==> src/sv/sorted_list_insert_find_macros.svh <==
// ---------------------------------------------------------------------------
// Sorted list insert/find assertion macros
// Shorthands for concurrent checks on clk, disabled while rst is high.
// ---------------------------------------------------------------------------
`ifndef SORTED_LIST_INSERT_FIND_MACROS_SVH
`define SORTED_LIST_INSERT_FIND_MACROS_SVH
`ifndef SYNTHESIS
// Check cons in the same cycle as ante.
`define SLIF_ASSERT_IMPL(label, ante, cons) \
  label: assert property (@(posedge clk) disable iff (rst) (ante) |-> (cons)) \
    else $error("slif: same-cycle check failed");
// Check cons in the cycle after ante.
`define SLIF_ASSERT_NEXT(label, ante, cons) \
  label: assert property (@(posedge clk) disable iff (rst) (ante) |=> (cons)) \
    else $error("slif: next-cycle check failed");
`else
`define SLIF_ASSERT_IMPL(label, ante, cons)
`define SLIF_ASSERT_NEXT(label, ante, cons)
`endif
`endif

==> src/sv/slif_pkg.sv <==
// ---------------------------------------------------------------------------
// Sorted list insert/find package
// Shared widths, codes and the control word sent to the storage cells.
// ---------------------------------------------------------------------------
package slif_pkg;

  localparam int VALUE_W = 32;
  localparam int FIELD_W = 5;

  localparam logic OP_INSERT = 1'b0;
  localparam logic OP_FIND   = 1'b1;

  localparam logic STATUS_OK   = 1'b0;
  localparam logic STATUS_FULL = 1'b1;

  typedef enum logic {
    S_IDLE,
    S_SCAN
  } state_t;

  typedef struct packed {
    logic load;    // insert: keep, take key, or take left neighbor
    logic rotate;  // find: take right neighbor, last cell takes cell 0
  } cell_ctrl_t;

endpackage

==> src/sv/slif_cell.sv <==
// ---------------------------------------------------------------------------
// Sorted list storage cell
// Holds one value; on insert compares with the key and shifts right,
// on scan hands its value to the left neighbor.
// ---------------------------------------------------------------------------
module slif_cell (
  input  logic                                       clk,
  input  slif_pkg::cell_ctrl_t                       ctrl,
  input  logic signed [slif_pkg::VALUE_W-1:0]        key,
  input  logic                                       occupied,
  input  logic signed [slif_pkg::VALUE_W-1:0]        prev_value,
  input  logic                                       prev_lt,
  input  logic signed [slif_pkg::VALUE_W-1:0]        next_value,
  output logic signed [slif_pkg::VALUE_W-1:0]        value,
  output logic                                       lt
);
  import slif_pkg::*;

  // Stored values are ascending, so lt forms a prefix along the row.
  assign lt = occupied && (value < key);

  always_ff @(posedge clk) begin
    if (ctrl.rotate) begin
      value <= next_value;
    end else if (ctrl.load && !lt) begin
      // first cell not below the key takes it, the rest shift right
      value <= prev_lt ? key : prev_value;
    end
  end

endmodule

==> src/sv/sorted_list_insert_find.sv <==
// ---------------------------------------------------------------------------
// Sorted list insert/find
// Ascending store of signed 32-bit values built as a row of cells.
// ---------------------------------------------------------------------------
// An insert is taken while idle and its result word appears on the next
// cycle; the block stays ready, so inserts may follow back to back. A find
// rotates the row once through cell 0, one entry per cycle, while the head
// compares it with the key, and busy stays high while the row rotates.
// done is high for a single cycle; position and status hold their values
// until the next result. position and count report the low five bits of
// the internal values. No clearing pass runs after reset.
`include "sorted_list_insert_find_macros.svh"

module sorted_list_insert_find #(
  parameter int CAPACITY = 16
) (
  input  logic                                  clk,
  input  logic                                  rst,
  input  logic                                  start,
  output logic                                  busy,
  input  logic                                  opcode,
  input  logic signed [slif_pkg::VALUE_W-1:0]   value,
  output logic                                  done,
  output logic [slif_pkg::FIELD_W-1:0]          position,
  output logic                                  status,
  output logic [slif_pkg::FIELD_W-1:0]          count
);
  import slif_pkg::*;

  localparam int CW = $clog2(CAPACITY + 1);
  localparam int KW = $clog2(CAPACITY);
  localparam logic [KW-1:0] LAST_STEP = KW'(CAPACITY - 1);
  localparam logic [CW-1:0] FULL_COUNT = CW'(CAPACITY);

  state_t                      state, state_next;
  logic [KW-1:0]               step, step_next;
  logic                        searching, searching_next;
  logic [CW-1:0]               pos_acc, pos_acc_next;
  logic signed [VALUE_W-1:0]   key_q, key_next;
  logic [CW-1:0]               stored_count, stored_count_next;
  logic                        done_next;
  logic [CW-1:0]               res_pos, res_pos_next;
  logic                        res_status, res_status_next;

  cell_ctrl_t                  ctrl;
  logic signed [VALUE_W-1:0]   cell_value [CAPACITY];
  logic                        cell_lt    [CAPACITY];
  logic                        cell_occ   [CAPACITY];

  logic                        full;
  logic                        in_range;
  logic                        head_eq;
  logic                        head_gt;

  for (genvar i = 0; i < CAPACITY; i++) begin : g_cell
    assign cell_occ[i] = (CW'(i) < stored_count);
    if (i == 0) begin : g_head
      slif_cell u_cell (
        .clk        (clk),
        .ctrl       (ctrl),
        .key        (value),
        .occupied   (cell_occ[i]),
        .prev_value (value),
        .prev_lt    (1'b0),
        .next_value (cell_value[(i + 1) % CAPACITY]),
        .value      (cell_value[i]),
        .lt         (cell_lt[i])
      );
    end else begin : g_body
      slif_cell u_cell (
        .clk        (clk),
        .ctrl       (ctrl),
        .key        (value),
        .occupied   (cell_occ[i]),
        .prev_value (cell_value[i - 1]),
        .prev_lt    (cell_lt[i - 1]),
        .next_value (cell_value[(i + 1) % CAPACITY]),
        .value      (cell_value[i]),
        .lt         (cell_lt[i])
      );
    end
  end

  assign full     = (stored_count == FULL_COUNT);
  assign in_range = (CW'(step) < stored_count);
  assign head_eq  = (cell_value[0] == key_q);
  assign head_gt  = (cell_value[0] > key_q);

  always_ff @(posedge clk) begin
    if (rst) begin
      state        <= S_IDLE;
      stored_count <= '0;
      done         <= 1'b0;
    end else begin
      state        <= state_next;
      stored_count <= stored_count_next;
      done         <= done_next;
    end
  end

  always_ff @(posedge clk) begin
    step       <= step_next;
    searching  <= searching_next;
    pos_acc    <= pos_acc_next;
    key_q      <= key_next;
    res_pos    <= res_pos_next;
    res_status <= res_status_next;
  end

  always_comb begin
    state_next        = state;
    step_next         = step;
    searching_next    = searching;
    pos_acc_next      = pos_acc;
    key_next          = key_q;
    stored_count_next = stored_count;
    done_next         = 1'b0;
    res_pos_next      = res_pos;
    res_status_next   = res_status;
    ctrl              = '0;

    unique case (state)
      S_IDLE: begin
        if (start) begin
          if (opcode == OP_INSERT) begin
            ctrl.load       = !full;
            done_next       = 1'b1;
            res_pos_next    = '0;
            res_status_next = full ? STATUS_FULL : STATUS_OK;
            if (!full) begin
              stored_count_next = stored_count + CW'(1);
            end
          end else begin
            key_next       = value;
            step_next      = '0;
            searching_next = 1'b1;
            pos_acc_next   = '0;
            state_next     = S_SCAN;
          end
        end
      end
      S_SCAN: begin
        ctrl.rotate = 1'b1;
        if (searching) begin
          if (in_range && head_eq) begin
            pos_acc_next   = CW'(step) + CW'(1);
            searching_next = 1'b0;
          end else if (!in_range || head_gt) begin
            searching_next = 1'b0;
          end
        end
        if (step == LAST_STEP) begin
          // row is back in place after a full turn
          state_next      = S_IDLE;
          done_next       = 1'b1;
          res_pos_next    = pos_acc_next;
          res_status_next = STATUS_OK;
        end else begin
          step_next = step + KW'(1);
        end
      end
      default: begin
        state_next = S_IDLE;
      end
    endcase
  end

  assign busy     = (state == S_SCAN);
  assign position = FIELD_W'(res_pos);
  assign status   = res_status;
  assign count    = FIELD_W'(stored_count);

  `SLIF_ASSERT_IMPL(a_count_cap, 1'b1, stored_count <= FULL_COUNT)
  `SLIF_ASSERT_IMPL(a_pos_bound, done, res_pos <= stored_count)
  `SLIF_ASSERT_IMPL(a_found_ok, done && (res_pos != '0), res_status == STATUS_OK)
  `SLIF_ASSERT_NEXT(a_no_early_done, busy && (step != LAST_STEP), !done)
  `SLIF_ASSERT_NEXT(a_drop_full, start && !busy && (opcode == OP_INSERT) && full, done && (res_status == STATUS_FULL) && $stable(stored_count))

endmodule
==> config.mk <==
export PLATFORM = sky130hd
export DESIGN_NAME = sorted_list_insert_find
export DESIGN_NICKNAME = d
export VERILOG_FILES = /design/src/sv/slif_pkg.sv /design/src/sv/slif_cell.sv /design/src/sv/sorted_list_insert_find.sv
export VERILOG_INCLUDE_DIRS = /design/src /design/src/sv
export SDC_FILE = /design/constraint.sdc
export NUM_CORES = 2
export LEC_CHECK = 0
export ABC_CLOCK_PERIOD_IN_PS = 14700
export BUFFER_PORTS_ARGS = -buffer_cell sky130_fd_sc_hd__buf_4
export CORE_MARGIN = 1.5
export CORE_UTILIZATION = 40
export DETAILED_ROUTE_END_ITERATION = 6
export PLACE_DENSITY = 0.61
export SYNTH_ARGS = -nofsm -noshare
export SYNTH_HDL_FRONTEND = slang
export SYNTH_SLANG_ARGS = --single-unit
==> constraint.sdc <==
create_clock -name clk -period 14.7 [get_ports clk]
set_clock_uncertainty 0.15 [all_clocks]
set_input_delay 3.675 -clock clk [delete_from_list [all_inputs] [get_ports clk]]
set_output_delay 3.675 -clock clk [all_outputs]
set_load 0.02 [all_outputs]
==> impl_metrics.tcl <==
set metrics [dict create \
    min_to "g_cell[14].g_body.u_cell.value[0]$_DFFE_PP_" \
    cts_resized 0 \
    ioPinCount 49 \
    p_clk_frac 0.347 \
    synthTopCellsByCount "nand2_1, edfxtp_1, ha_1" \
    yosysWarnings 0 \
    die_h_um 323 \
    rr_worst_depth 11 \
    tns_ns 0 \
    cp.required_ns 14.87 \
    outcome "finished, final reports clean" \
    drive_gt1_frac 0.0715 \
    cts_made_buffers 67 \
    total_power_uw 5080 \
    place_congestion 0.948 \
    initial_utilization 0.403 \
    area_growth_pct 9.67 \
    drc 0 \
    cp-end-kind "flip-flop" \
    drt_first_iter_violations 4475 \
    rrSetupSlack_ns 9.66 \
    wl_per_cell_um 26.5 \
    viasPerCell 6.29 \
    yosys.cell_types.count 69 \
    setup_violations 0 \
    dp_hpwl_um 104000 \
    hold_viol_final 0 \
    h-tree-depth 3 \
    cts_tree "built" \
    cap_viol_max_count 0 \
    p_leak_uw 0.0187 \
    min_period_ns 8.11 \
    final_max_slew_viol_count 0 \
    row_count 117 \
    antenna_found_initial 3 \
    ctsHoldBuffers 0 \
    worst_pin_slew_ns 1.20 \
    cts_buffer_depth 3 \
    intPower_uw 3480 \
    p_sw_uw 1600 \
    fin_nets 4578 \
    async_flop_share 0 \
    synth_ff_type "edfxtp_1" \
    power_frac_comb 0.212 \
    synth_cells 4089 \
    ys_seq_elements 567 \
    yosysSeqAreaShare 0.413 \
    grt-ovfl-total 0 \
    yosys.area.top_type_share 0.410 \
    post_dp_cell_area_sq_um 42800 \
    drtPass1Iterations 6 \
    fin_util 0.442 \
    ys_top_cells_by_area "edfxtp_1, ha_1, mux2i_1, nand2_1, o21ai_0" \
    cts.root.buffer_cell "clkbuf_16" \
    grt_pass1_wl_um 212000 \
    synth_edf_count 560 \
    fp.dieArea_sq_um 105000 \
    grt_max_degree 101 \
    p_per_area_nw_per_um2 113 \
    reg2reg_to "g_cell[6].g_body.u_cell.value[10]$_DFFE_PP_" \
    wirelength_um 144000 \
    peakVddDrop_mv 0.0758 \
    grt_usage 0.271 \
    worstHoldStart "g_cell[15].g_body.u_cell.value[0]$_DFFE_PP_" \
    die_w_um 323 \
    cp.arrival_ns 8.28 \
    synth_fp_nets 4659 \
    p_seq_frac 0.440 \
    path_class "input port to flip-flop" \
    cts.sinks 567 \
    worst_setup_path_start_kind "input port" \
    coreArea_sq_um 102000 \
    fmax_mhz 123 \
    min_path_type "flip-flop to flip-flop" \
    place.port_buffers 48 \
    yosys.area.top_type "edfxtp_1" \
    clkTransAtPathRegs_ns 0.06 \
    r2r-start "g_cell[6].g_body.u_cell.value[29]$_DFFE_PP_" \
    postSynthAreaPerCell_sq_um 10.0 \
    synth_area_sq_um 41000 \
    finalCritPeriodShare 0.552 \
    yosysMostFrequentCell "nand2_1" \
    grt_pass1_vias 32000 \
    rsz0062_at_grt "no" \
    fin_area_sq_um 45000 \
    antenna_left 0 \
    p_sw_frac 0.314 \
    num_vias 34100 \
    worst_slew_margin_rel 0.181 \
    cts_setup_buffers 0 \
    min_path_cells 2 \
    cp_max_fo 32 \
    worstSkewPairLatency_ns 0.64 \
]
layer usage:
metal / routed length (um) / up-vias / share of wire / global-route usage
met2: 61200 / 1796 / 0.43 / 0.398
met4: 4360 / 0 / 0.030 / 0.0878
met3: 14800 / 220 / 0.10 / 0.0534
met5: 0 / - / 0 / 0
met1: 63400 / 16700 / 0.44 / 0.396
li1: - / 15500 / - / -
flip-flops by register name, summed over array words and instances, names as in the netlist, 4 cells and up:
| register | count |
|---|---|
| pos_acc | 5 |
| key_q | 32 |
| step | 4 |
| count | 5 |
| g_cell.g_body.u_cell.value | 480 |
| g_cell.g_head.u_cell.value | 32 |
| position | 5 |
power by group through the flow:
| stage | Combinational, uW | Clock, uW | Sequential [uW] |
|---|---|---|---|
| 6_report | 1080 | 1760 | 2240 |
| 5_1_grt | 1200 | 1830 | 2250 |
| 4_1_cts | 1070 | 1770 | 2230 |
| 3_3_place_gp | 1030 | 0 | 2260 |
| 3_5_place_dp | 1060 | 0 | 2260 |
| 2_1_floorplan | 751 | 0 | 2150 |
metrics by stage:
step	instances	worst slack [ns]	hold slack, ns
5_1_grt	5423	6.51	0.444
3_3_place_gp	5307	5.96	0.391
6_report	5424	6.59	0.407
3_5_place_dp	5307	5.93	0.400
2_1_floorplan	4089	5.87	0.366
4_1_cts	5423	6.62	0.410
worst max-delay path by stage:
stage | slack (ns) | cells past startpoint | from | endpoint
floorplan | 5.87 | 11 | value[23] | g_cell[9].g_body.u_cell.value[0]$_DFFE_PP_
global placement | 5.96 | 14 | value[29] | g_cell[6].g_body.u_cell.value[1]$_DFFE_PP_
detailed placement | 5.93 | 14 | value[29] | g_cell[6].g_body.u_cell.value[0]$_DFFE_PP_
CTS | 6.62 | 14 | value[29] | g_cell[6].g_body.u_cell.value[0]$_DFFE_PP_
global route | 6.51 | 14 | value[29] | g_cell[6].g_body.u_cell.value[10]$_DFFE_PP_
finish | 6.59 | 14 | value[29] | g_cell[6].g_body.u_cell.value[10]$_DFFE_PP_
final cells by class:
cell class	count	area (sq um)
inverters	119	454
clock inverters	30	340
clock buffers	86	1900
fillers	9554	56700
well taps	1368	1710
repair buffers	122	916
flip-flops and latches	567	17000
multi-input cells	3131	22700
diodes	1	2.50
cells in the final DEF, fill, tap and decap left out, drive strengths merged, types with 9 or more instances in the layout:
master,synthesis,final
a2111oi,15,15
a211o,14,14
a211oi,27,27
a21o,89,89
a21oi,188,188
a221o,33,33
a221oi,21,21
a22oi,32,32
a311o,33,33
and2,37,37
and4,18,18
buf,50,122
clkbuf,222,86
clkinv,0,20
edfxtp,560,560
ha,534,534
inv,119,119
mux2i,261,261
nand2,562,562
nand2b,24,24
nand3,164,164
nand4,72,72
nor2,135,135
nor2b,80,80
nor3,144,144
nor4,18,18
o211a,32,32
o211ai,111,111
o21ai,334,334
o221ai,67,67
o31ai,9,9
worst max-delay path: stages:
cell and delay [ns]:
buf_4 0.20, inv_1 0.06, buf_4 0.22, ha_1 0.35, a21o_1 0.20, a211oi_2 0.24
o2111ai_1 0.26, a2111oi_0 0.68, o31ai_1 0.24, nor3_4 0.92, buf_4 0.54, o21a_1 0.24
o21ai_4 0.05, buf_4 0.31
logic make-up after synthesis:
| group | share of synthesized area |
|---|---|
| buffers and inverters | 0.0385 |
| and+or+nand+nor | 0.147 |
| AOI/OAI and AO/OA | 0.173 |
| xor gates and xnor gates | 0.00128 |
| adders and majority gates | 0.163 |
| DFF | 0.413 |
| muxes | 0.0639 |
Power figures use the tool's default switching activity.
